$ cat src/hw/rtl/hse_pkg.sv
// Shared types and constants for the heap sort engine.
package hse_pkg;

  localparam int HSE_DEPTH = 64;
  localparam int VAL_W     = 32;

  typedef logic signed [VAL_W-1:0] val_t;

endpackage

$ cat src/hw/rtl/hse_store.sv
// Element store: one write port, one read port with registered read data.
module hse_store #(
  parameter int DEPTH = hse_pkg::HSE_DEPTH,
  parameter int AW    = $clog2(DEPTH)
) (
  input  logic           clk,
  input  logic           we,
  input  logic [AW-1:0]  waddr,
  input  hse_pkg::val_t  wdata,
  input  logic [AW-1:0]  raddr,
  output hse_pkg::val_t  rdata
);
  import hse_pkg::*;

  val_t mem [DEPTH];
  val_t rdata_r;

  always_ff @(posedge clk) begin
    if (we) begin
      mem[waddr] <= wdata;
    end
    rdata_r <= mem[raddr];
  end

  assign rdata = rdata_r;

endmodule

$ cat src/hw/rtl/hse_ctrl.sv
// Sequencer: loads the batch, runs heapsort on the store, streams results out.
module hse_ctrl #(
  parameter int DEPTH = hse_pkg::HSE_DEPTH,
  parameter int AW    = $clog2(DEPTH),
  parameter int CNT_W = $clog2(DEPTH + 1)
) (
  input  logic           clk,
  input  logic           rst_n,
  input  logic           in_tvalid,
  output logic           in_tready,
  input  hse_pkg::val_t  in_value,
  input  logic           in_tlast,
  output logic           out_tvalid,
  input  logic           out_tready,
  output hse_pkg::val_t  out_value,
  output logic           out_tlast,
  output logic           out_tuser,
  output logic           mem_we,
  output logic [AW-1:0]  mem_waddr,
  output hse_pkg::val_t  mem_wdata,
  output logic [AW-1:0]  mem_raddr,
  input  hse_pkg::val_t  mem_rdata
);
  import hse_pkg::*;

  localparam int CW = AW + 2;

  typedef enum logic [12:0] {
    ST_LOAD = 13'b0000000000001,
    ST_RDN  = 13'b0000000000010,
    ST_LATN = 13'b0000000000100,
    ST_CHK  = 13'b0000000001000,
    ST_RDC1 = 13'b0000000010000,
    ST_RDC2 = 13'b0000000100000,
    ST_EXR0 = 13'b0000001000000,
    ST_EXRL = 13'b0000010000000,
    ST_EXWR = 13'b0000100000000,
    ST_DONE = 13'b0001000000000,
    ST_EMRD = 13'b0010000000000,
    ST_EMLD = 13'b0100000000000,
    ST_EMWT = 13'b1000000000000
  } state_t;

  state_t            state_r, state_nxt;
  logic [CNT_W-1:0]  cnt_r, cnt_nxt;
  logic              drop_r, drop_nxt;
  logic [CNT_W-1:0]  n_r, n_nxt;
  logic [CNT_W-1:0]  hn_r, hn_nxt;
  logic [CNT_W-1:0]  bk_r, bk_nxt;
  logic [CNT_W-1:0]  ek_r, ek_nxt;
  logic [AW-1:0]     node_r, node_nxt;
  logic              phase_r, phase_nxt;
  val_t              nv_r, nv_nxt;
  val_t              cv_r, cv_nxt;
  val_t              od_r, od_nxt;
  logic              ol_r, ol_nxt;
  logic              ou_r, ou_nxt;

  logic [CW-1:0]     c_idx, c1_idx, hn_ext, bi;
  logic [CNT_W-1:0]  n_new, half;
  logic              right_ok;
  val_t              best;

  assign c_idx  = {1'b0, node_r, 1'b1};
  assign c1_idx = c_idx + CW'(1);
  assign hn_ext = CW'(hn_r);

  always_comb begin
    state_nxt = state_r;
    cnt_nxt   = cnt_r;
    drop_nxt  = drop_r;
    n_nxt     = n_r;
    hn_nxt    = hn_r;
    bk_nxt    = bk_r;
    ek_nxt    = ek_r;
    node_nxt  = node_r;
    phase_nxt = phase_r;
    nv_nxt    = nv_r;
    cv_nxt    = cv_r;
    od_nxt    = od_r;
    ol_nxt    = ol_r;
    ou_nxt    = ou_r;
    mem_we    = 1'b0;
    mem_waddr = node_r;
    mem_wdata = nv_r;
    mem_raddr = node_r;
    n_new     = cnt_r;
    half      = '0;
    right_ok  = 1'b0;
    best      = cv_r;
    bi        = c_idx;
    case (state_r)
      ST_LOAD: begin
        if (in_tvalid) begin
          if (cnt_r < CNT_W'(DEPTH)) begin
            mem_we    = 1'b1;
            mem_waddr = cnt_r[AW-1:0];
            mem_wdata = in_value;
            n_new     = cnt_r + CNT_W'(1);
          end else begin
            drop_nxt = 1'b1;
          end
          cnt_nxt = n_new;
          if (in_tlast) begin
            half      = n_new >> 1;
            n_nxt     = n_new;
            hn_nxt    = n_new;
            bk_nxt    = half;
            phase_nxt = 1'b0;
            if (half != '0) begin
              node_nxt  = AW'(half - CNT_W'(1));
              state_nxt = ST_RDN;
            end else begin
              state_nxt = ST_DONE;
            end
          end
        end
      end
      ST_RDN: begin
        mem_raddr = node_r;
        state_nxt = ST_LATN;
      end
      ST_LATN: begin
        nv_nxt    = mem_rdata;
        state_nxt = ST_CHK;
      end
      ST_CHK: begin
        if (c_idx >= hn_ext) begin
          mem_we    = 1'b1;
          mem_waddr = node_r;
          mem_wdata = nv_r;
          state_nxt = ST_DONE;
        end else begin
          mem_raddr = c_idx[AW-1:0];
          state_nxt = ST_RDC1;
        end
      end
      ST_RDC1: begin
        mem_raddr = c1_idx[AW-1:0];
        cv_nxt    = mem_rdata;
        state_nxt = ST_RDC2;
      end
      ST_RDC2: begin
        right_ok = (c1_idx < hn_ext) && (mem_rdata > cv_r);
        best     = right_ok ? mem_rdata : cv_r;
        bi       = right_ok ? c1_idx : c_idx;
        mem_we    = 1'b1;
        mem_waddr = node_r;
        if (best > nv_r) begin
          mem_wdata = best;
          node_nxt  = bi[AW-1:0];
          state_nxt = ST_CHK;
        end else begin
          mem_wdata = nv_r;
          state_nxt = ST_DONE;
        end
      end
      ST_EXR0: begin
        mem_raddr = '0;
        state_nxt = ST_EXRL;
      end
      ST_EXRL: begin
        mem_raddr = AW'(hn_r - CNT_W'(1));
        cv_nxt    = mem_rdata;
        state_nxt = ST_EXWR;
      end
      ST_EXWR: begin
        nv_nxt    = mem_rdata;
        mem_we    = 1'b1;
        mem_waddr = AW'(hn_r - CNT_W'(1));
        mem_wdata = cv_r;
        hn_nxt    = hn_r - CNT_W'(1);
        node_nxt  = '0;
        state_nxt = ST_CHK;
      end
      ST_DONE: begin
        if (!phase_r && (bk_r > CNT_W'(1))) begin
          bk_nxt    = bk_r - CNT_W'(1);
          node_nxt  = AW'(bk_r - CNT_W'(2));
          state_nxt = ST_RDN;
        end else begin
          phase_nxt = 1'b1;
          if (hn_r > CNT_W'(1)) begin
            state_nxt = ST_EXR0;
          end else begin
            ek_nxt    = '0;
            state_nxt = ST_EMRD;
          end
        end
      end
      ST_EMRD: begin
        mem_raddr = ek_r[AW-1:0];
        state_nxt = ST_EMLD;
      end
      ST_EMLD: begin
        od_nxt    = mem_rdata;
        ol_nxt    = (ek_r + CNT_W'(1)) == n_r;
        ou_nxt    = drop_r;
        state_nxt = ST_EMWT;
      end
      ST_EMWT: begin
        if (out_tready) begin
          if (ol_r) begin
            cnt_nxt   = '0;
            drop_nxt  = 1'b0;
            state_nxt = ST_LOAD;
          end else begin
            ek_nxt    = ek_r + CNT_W'(1);
            state_nxt = ST_EMRD;
          end
        end
      end
      default: begin
        state_nxt = ST_LOAD;
      end
    endcase
  end

  always_ff @(posedge clk) begin
    if (!rst_n) begin
      state_r <= ST_LOAD;
      cnt_r   <= '0;
      drop_r  <= 1'b0;
      phase_r <= 1'b0;
    end else begin
      state_r <= state_nxt;
      cnt_r   <= cnt_nxt;
      drop_r  <= drop_nxt;
      phase_r <= phase_nxt;
    end
  end

  always_ff @(posedge clk) begin
    n_r    <= n_nxt;
    hn_r   <= hn_nxt;
    bk_r   <= bk_nxt;
    ek_r   <= ek_nxt;
    node_r <= node_nxt;
    nv_r   <= nv_nxt;
    cv_r   <= cv_nxt;
    od_r   <= od_nxt;
    ol_r   <= ol_nxt;
    ou_r   <= ou_nxt;
  end

  assign in_tready  = (state_r == ST_LOAD);
  assign out_tvalid = (state_r == ST_EMWT);
  assign out_value  = od_r;
  assign out_tlast  = ol_r;
  assign out_tuser  = ou_r;

endmodule

$ cat src/hw/rtl/heap_sort_engine_unit.sv
// Top level of the heap sort engine: store and sequencer.
// Usage:
//   The in_ channel carries one signed 32-bit element per transaction;
//   in_tlast marks the last element of a batch. Up to DEPTH elements are
//   kept; further ones are dropped and every result of that batch then
//   carries out_tuser (overflow) high.
//   After the closing transaction the block sorts the batch in place and
//   emits it on the out_ channel in ascending order, out_tlast on the
//   final element. It accepts no input from the closing transaction until
//   the last result is taken.
//   Operation: loading accepts one element per cycle. Sorting is a heapsort
//   on a memory with one read port and registered read data; each sift
//   level reads the left child, reads the right child, then compares and
//   writes back. A batch of n needs n / 2 build sifts and n - 1
//   extractions. Each result is read from the store and registered before
//   it is offered, and the next read waits until it is taken. A stalled
//   receiver holds the current result in the output register and pauses
//   the sequencer.
//   Reset (rst_n low, synchronous) clears the element count and the
//   overflow flag and returns the block to loading. No clearing pass.
module heap_sort_engine_unit #(
  parameter int DEPTH = hse_pkg::HSE_DEPTH
) (
  input  logic        clk,
  input  logic        rst_n,
  input  logic        in_tvalid,
  output logic        in_tready,
  input  logic [31:0] in_tdata,   // [31:0] value
  input  logic        in_tlast,   // last_in
  output logic        out_tvalid,
  input  logic        out_tready,
  output logic [31:0] out_tdata,  // [31:0] sorted_value
  output logic        out_tlast,  // last_out
  output logic        out_tuser   // [0] overflow
);
  import hse_pkg::*;

  localparam int AW    = $clog2(DEPTH);
  localparam int CNT_W = $clog2(DEPTH + 1);

  logic          mem_we;
  logic [AW-1:0] mem_waddr;
  logic [AW-1:0] mem_raddr;
  val_t          mem_wdata;
  val_t          mem_rdata;
  val_t          out_value;

  hse_store #(
    .DEPTH (DEPTH),
    .AW    (AW)
  ) u_store (
    .clk   (clk),
    .we    (mem_we),
    .waddr (mem_waddr),
    .wdata (mem_wdata),
    .raddr (mem_raddr),
    .rdata (mem_rdata)
  );

  hse_ctrl #(
    .DEPTH (DEPTH),
    .AW    (AW),
    .CNT_W (CNT_W)
  ) u_ctrl (
    .clk        (clk),
    .rst_n      (rst_n),
    .in_tvalid  (in_tvalid),
    .in_tready  (in_tready),
    .in_value   (val_t'(in_tdata)),
    .in_tlast   (in_tlast),
    .out_tvalid (out_tvalid),
    .out_tready (out_tready),
    .out_value  (out_value),
    .out_tlast  (out_tlast),
    .out_tuser  (out_tuser),
    .mem_we     (mem_we),
    .mem_waddr  (mem_waddr),
    .mem_wdata  (mem_wdata),
    .mem_raddr  (mem_raddr),
    .mem_rdata  (mem_rdata)
  );

  assign out_tdata = out_value;

endmodule

$ cat config.mk
export PLATFORM = sky130hd
export DESIGN_NAME = heap_sort_engine_unit
export DESIGN_NICKNAME = d
export VERILOG_FILES = /design/src/hw/rtl/hse_pkg.sv /design/src/hw/rtl/hse_store.sv /design/src/hw/rtl/hse_ctrl.sv /design/src/hw/rtl/heap_sort_engine_unit.sv
export SDC_FILE = /design/constraint.sdc
export NUM_CORES = 2
export LEC_CHECK = 0
export CAP_MARGIN = 20
export CORE_MARGIN = 5
export CORE_UTILIZATION = 35
export CTS_CLUSTER_DIAMETER = 50
export DETAILED_ROUTE_END_ITERATION = 10
export DONT_BUFFER_PORTS = 1
export PLACE_DENSITY_LB_ADDON = 0.08
export SLEW_MARGIN = 0
export SYNTH_ARGS = -nofsm -noshare
export SYNTH_HDL_FRONTEND = slang
export SYNTH_SLANG_ARGS = --single-unit
$ cat constraint.sdc
create_clock -name clk -period 17.8 [get_ports clk]
set_input_delay 3.56 -clock clk [delete_from_list [all_inputs] [get_ports clk]]
set_output_delay 3.56 -clock clk [all_outputs]
set_load 0.05 [all_outputs]
# Word-level counts from Yosys, hierarchy flattened
# Memory sizes are Yosys's and may differ from the RTL's. A register that Yosys moved wholly into a read port is not among the register bits.
# Cells that the tools add are included.
# Widths: inputs -> output; s select.
[classes]
n_addsub = 7
magnitude_cmp = 7
eq_ne = 25
n_mux = 61
n_reduce_logical = 21
[op_table]
columns = ["operator", "count"]
rows = [
  ["$pmux 13 s12", 1],
  ["$mux 32", 4],
  ["$mux 7", 15],
  ["$pmux 32 s3", 1],
  ["$gt 32x32->1", 2],
  ["$pmux 7 s2", 4],
  ["$mux 6", 9],
  ["$mux 13", 4],
  ["$mux 10", 3],
  ["$pmux 6 s5", 1],
  ["$pmux 6 s4", 1],
  ["$mux 11", 2],
  ["$add 7x1->7 const B", 2],
  ["$gt 7x1->1 const B", 2],
  ["$sub 7x1->7 const B", 2],
  ["$eq 13x1->1 const B", 1],
  ["$eq 13x10->1 const B", 1],
  ["$eq 13x11->1 const B", 1],
  ["$eq 13x12->1 const B", 1],
  ["$eq 13x13->1 const B", 1],
  ["$eq 13x2->1 const B", 1],
  ["$eq 13x3->1 const B", 1],
  ["$eq 13x4->1 const B", 1],
  ["$eq 13x5->1 const B", 1],
  ["27 further kinds", 59],
]
[word_totals]
reg_bits = 154
ramBits = 2048
output_inout_bits = 36
wordCells = 136
n_memories = 1
[mem_list]
columns = ["memory", "words", "word_bits", "rd", "rd_ports_with_merged_regs", "wr", "line_no", "source"]
rows = [
  ["u_store.mem", 64, 32, 1, 1, 1, "hse_store.sv:15", "val_t mem [DEPTH];"],
]

# Logic depth before layout (Yosys ltp)
[logic_depth]
word_depth = 9
ltp_mapped = 24
ltp_nobuf = 21

# Modules after synthesis
# A second synthesis with hierarchy kept.
[unflattened]
cells_unflattened = 4254
area_unflattened_um2 = 88310.9
[modules_own_cells]
columns = ["module", "n_inst", "cells_per_inst", "area_per_inst_um2"]
rows = [
  ["hse_store", 1, 3324, 78512.8],
  ["hse_ctrl", 1, 930, 9798.1],
]

# Worst setup path before layout
# OpenSTA, ideal clock, no wires.
[synth_path]
path_type = "reg2reg"
from = "register u_ctrl.node_r[2]"
to = "memory u_store.mem[0][12] (netlist name) (data pin)"
setup_ns = 0.702
arrival_ns = 7.370
required_ns = 17.098
slack_ns = 9.729
stages_incl_launch_ff = 24
n_path_buf = 2
cell_sequence = "edfxtp_1 > clkbuf_1 > nand3_1 > nor2_1 > xor2_1 > ha_1 > a221o_1 > a31oi_1 > o21ai_0 > a211oi_1 > clkbuf_1 > nand2_1 > o21ai_0 > ha_1 > a21o_1 > a21o_1 > a221o_1 > a211oi_1 > o31ai_1 > o31ai_1 > o21bai_1 > a21o_1 > nor2_1 > o21ai_0"
[synth_via]
elab_chain_cells = 7
[synth_rtl]
columns = ["element", "line_no", "source"]
rows = [
  ["start: declaration", "hse_ctrl.sv:51", "logic [AW-1:0] node_r, node_nxt;"],
  ["start signal: assignment", "hse_ctrl.sv:238", "node_r <= node_nxt;"],
  ["$add 7x1->8 *", "hse_ctrl.sv:65", "assign c1_idx = c_idx + CW'(1);"],
  ["$lt 8x7->1 *", "hse_ctrl.sv:144", "right_ok = (c1_idx < hn_ext) && (mem_rdata > cv_r);"],
  ["$logic_and 1x1->1 *", "hse_ctrl.sv:144", ""],
  ["$mux 32 *", "hse_ctrl.sv:145", "best = right_ok ? mem_rdata : cv_r;"],
  ["$gt 32x32->1", "hse_ctrl.sv:149", "if (best > nv_r) begin"],
  ["$mux 32 *", "hse_ctrl.sv:149", ""],
  ["$pmux 32 s3 *", "hse_ctrl.sv:92", "case (state_r)"],
  ["net mem_wdata[12]", "heap_sort_engine_unit.sv:44", "val_t mem_wdata;"],
  ["end: declaration", "hse_store.sv:15", ""],
]
# Mark *: on every way through the listed nets, which the timed path passes. The rest lies on a longest branch.

# Worst setup path after layout
[layout_path]
from = "register u_ctrl.node_r[2]"
to = "memory u_store.mem[43][12] (netlist name) (data pin)"
# Same word-level chain as after synthesis.

==> flow_summary.ini <==
[run_status]
status = completed

[finish]
syn2layout_area_growth_pct = 15.6
instances_no_fill = 10100
nets = 6655
stdcell_area_um2 = 105000
drive_gt1_share_pct = 11.9
post-route-util_pct = 40.6
n_fill_cell = 23700

[detailed_routing]
drt_first_iter_violations = 5670
wl_per_cell_um = 30.8
first_pass_iters = 6
drcViolationCount = 0
vias_per_cell = 5.64
wirelength_um = 312000
ant_nets = 0
vias = 57200

[cts]
htree_levels = 5
cts_tree = done
cts-resized-gates = 0
cts_buffers = 288
cts.sinks = 2234
cts_max_path_buffers = 4
holdBufCountCts = 0
clkSlewWorstSetupHoldPaths_ns = 0.06
cts-root-buf = clkbuf_16
cts_setup_buffers = 0
clock_latency_ns = 0.93

[floorplanning]
die_h_um = 519
dieArea_um2 = 270000
die_w_um = 519
core_area_um2 = 259000
rows = 187
start_util_pct = 35.1
ios = 73

[global_routing]
antenna_found_initial = 22
grt_max_degree = 128
grt_overflow = 0
grt_pass1_wl_um = 434000
grt_usage_pct = 22.4
grt_pass1_vias = 54300

[worst_setup_path]
worstSetupPathType = reg -> reg
slowest_stage = nor2_1
path_cells = nand3_1 -> nor2_1 -> xor2_1 -> ha_1 -> a221o_1 -> a31oi_1 -> o21ai_0 -> a211oi_4 -> buf_4 -> o21ai_0 -> ha_1 -> nand2_1 -> nor2_1 -> nand3_1 -> or3_1 -> a41oi_1 -> o31ai_1 -> o21bai_4 -> buf_4 -> nor2_1 -> o21ai_0 -> o21ai_4 -> buf_4
critical_path_buf_inv_count = 3
slowest_delay_ns = 0.80
reg2reg_to = u_store.mem[43][12]
crit_arrival_ns = 8.44
crit_required_ns = 18.37
worstRegToRegCells = 23
path_delay_family = compound AO/OA/AOI/OAI gates
r2r_slack_ns = 9.94
start_kind = flop
crit_path_end_kind = flop
cp_max_fo = 64
r2r-start = u_ctrl.node_r[2]

[yosys]
synth.distinct_cells = 75
ys_seq_elements = 2234
syn-num-nets = 6551
avgSynthCellArea_um2 = 14.1
yosysSeqAreaShare_pct = 73.3
synth_ff_type = edfxtp_1
synth_edf_count = 2180
synth_area_um2 = 90800
async_reset_ff_share_pct = 0
syn_inst = 6428
synth-warning-count = 0

[sta]
setup_viol = 0
rsz0062_at_grt = no
max_freq_mhz = 127
finalSetupTns_ns = 0
maxSlewHeadroom_pct = 16.0
period_needed_ns = 7.86
hold_ws_ns = 0.425
tightest_slew_ns = 1.26
finalMaxSlewViolations = 0
hold_viol_final = 0
worst_clock_skew_ns = 0.0458
period_share_pct = 44.2

[power]
ir_drop_mv = 0.309
p_leak_nw = 35.4
p_per_area_nw_per_um2 = 207

[flow_run]
cap_viol_max_count = 0

[min_path]
hp-class = reg -> reg
min_to = u_ctrl.out_tuser
min-delay-start = u_ctrl.drop_r
whs_path_depth = 0

[placed_design]
port_buffers = 0
place_area_um2 = 96100
dp_cells = 9642
dpl.hpwl_um = 179000
place_congestion = 0.831
==> logic make-up after synthesis <==
| group | share of synthesized area (%) |
|---|---|
| xor gates and xnor gates | 0.415 |
| buffers and inverters | 2.35 |
| DFF | 73.3 |
| muxes | 3.87 |
| AOI/OAI and AO/OA | 9.46 |
| adders and majority gates | 1.19 |
| and+or+nand+nor | 9.41 |
==> worst reg2reg max path, stage by stage (launching register included) <==
cell      delay [ns]
edfxtp_1        0.74
nand3_1         0.27
nor2_1          0.18
xor2_1          0.18
ha_1            0.27
a221o_1         0.34
a31oi_1         0.36
o21ai_0         0.25
a211oi_4        0.21
buf_4           0.42
o21ai_0         0.24
ha_1            0.38
nand2_1         0.08
nor2_1          0.14
nand3_1         0.15
or3_1           0.43
a41oi_1         0.27
o31ai_1         0.13
o21bai_4        0.17
buf_4           0.32
nor2_1          0.81
o21ai_0         0.33
o21ai_4         0.14
buf_4           0.60
==> flip-flops by register name (all words and copies together), names as in the netlist <==
signal / flops
u_store.mem: 2048
u_ctrl.cv_r: 32
u_ctrl.nv_r: 32
u_ctrl.out_value: 32
u_store.rdata: 32
u_ctrl.state_r: 13
u_ctrl.bk_r: 7
u_ctrl.cnt_r: 7
u_ctrl.ek_r: 7
u_ctrl.hn_r: 7
u_ctrl.n_r: 7
u_ctrl.node_r: 6
u_ctrl.drop_r: 1
u_ctrl.out_tlast: 1
u_ctrl.out_tuser: 1
u_ctrl.phase_r: 1
==> cells in the mapped netlist, types with 54 or more instances <==
| master | instances | area, um2 |
|---|---|---|
| edfxtp_1 | 2180 | 65500 |
| nand2_1 | 1159 | 4350 |
| a21oi_1 | 374 | 1870 |
| mux2i_1 | 309 | 3090 |
| nand3_1 | 219 | 1100 |
| clkbuf_1 | 191 | 717 |
| nor2_1 | 170 | 638 |
| and3_1 | 169 | 1060 |
| o21ai_0 | 167 | 836 |
| a211oi_1 | 140 | 1050 |
| buf_2 | 130 | 651 |
| o22ai_1 | 111 | 694 |
| a31oi_1 | 91 | 569 |
| inv_1 | 88 | 330 |
| ha_1 | 86 | 1080 |
| a32oi_1 | 68 | 596 |
| a221oi_1 | 65 | 569 |
| dfxtp_1 | 54 | 1080 |
==> placed cells by master, fill, tap and decap left out, types with 54 or more instances in the layout <==
cell type	synthesis	final
clkbuf_1	191	58
ha_1	86	86
o22ai_1	111	111
inv_1	88	88
mux2i_1	309	309
a31oi_1	91	91
and3_1	169	169
nand3_1	219	215
buf_4	25	205
dfxtp_1	54	54
nand2_1	1159	1156
nor2_4	0	72
a211oi_1	140	138
o21ai_0	167	159
a21oi_1	374	371
a32oi_1	68	68
edfxtp_1	2180	2180
clkbuf_16	0	294
nor2_1	170	88
a221oi_1	65	65
==> worst max-delay path by stage <==
stage / from / to / slack [ns] / cells after the start
2_1_floorplan: u_ctrl.node_r[2] / u_store.mem[0][12] / 9.73 / 23
3_3_place_gp: in_tvalid / u_store.mem[16][4] / 10.06 / 8
3_5_place_dp: u_ctrl.node_r[2] / u_store.mem[15][25] / 9.97 / 23
4_1_cts: u_ctrl.node_r[2] / u_store.mem[10][25] / 9.89 / 23
5_1_grt: u_ctrl.node_r[2] / u_store.mem[10][25] / 9.53 / 23
6_report: u_ctrl.node_r[2] / u_store.mem[43][12] / 9.94 / 23
==> cell type report <==
| class | count | area (um2) | share of cell area (%) |
|---|---|---|---|
| Sequential cell | 2234 | 66500 | 63.4 |
| Clock inverter | 133 | 1160 | 1.11 |
| Clock buffer | 359 | 7670 | 7.31 |
| Timing Repair Buffer | 211 | 1630 | 1.55 |
| Inverter | 88 | 330 | 0.315 |
| Multi-Input combinational cell | 3709 | 23300 | 22.2 |
| Antenna cell | 7 | 17.5 | 0.0167 |
| Tap cell | 3402 | 4260 | 4.06 |
==> power by group <==
group	internal [W]	switching, W	total, W
sequential	0.00789	0.000221	0.00811
clock	0.00328	0.00220	0.00549
combinational	0.00194	0.00618	0.00813
==> layer usage <==
| layer | wire length [um] | GRT usage (%) | part of all wire, % | vias up |
|---|---|---|---|---|
| li1 | - | - | - | 24900 |
| met1 | 141000 | 32.8 | 45 | 29700 |
| met2 | 143000 | 35.0 | 46 | 2169 |
| met3 | 22500 | 4.08 | 7.2 | 373 |
| met4 | 5860 | 4.78 | 1.9 | 4 |
| met5 | 27 | 0 | 0.0086 | - |
==> through the flow <==
step	total power, W	worst slack (ns)
2_1_floorplan	0.0126	9.73
3_3_place_gp	0.0163	10.06
3_5_place_dp	0.0164	9.97
4_1_cts	0.0219	9.89
5_1_grt	0.0227	9.53
6_report	0.0217	9.94
Power figures use the tool's default switching activity.
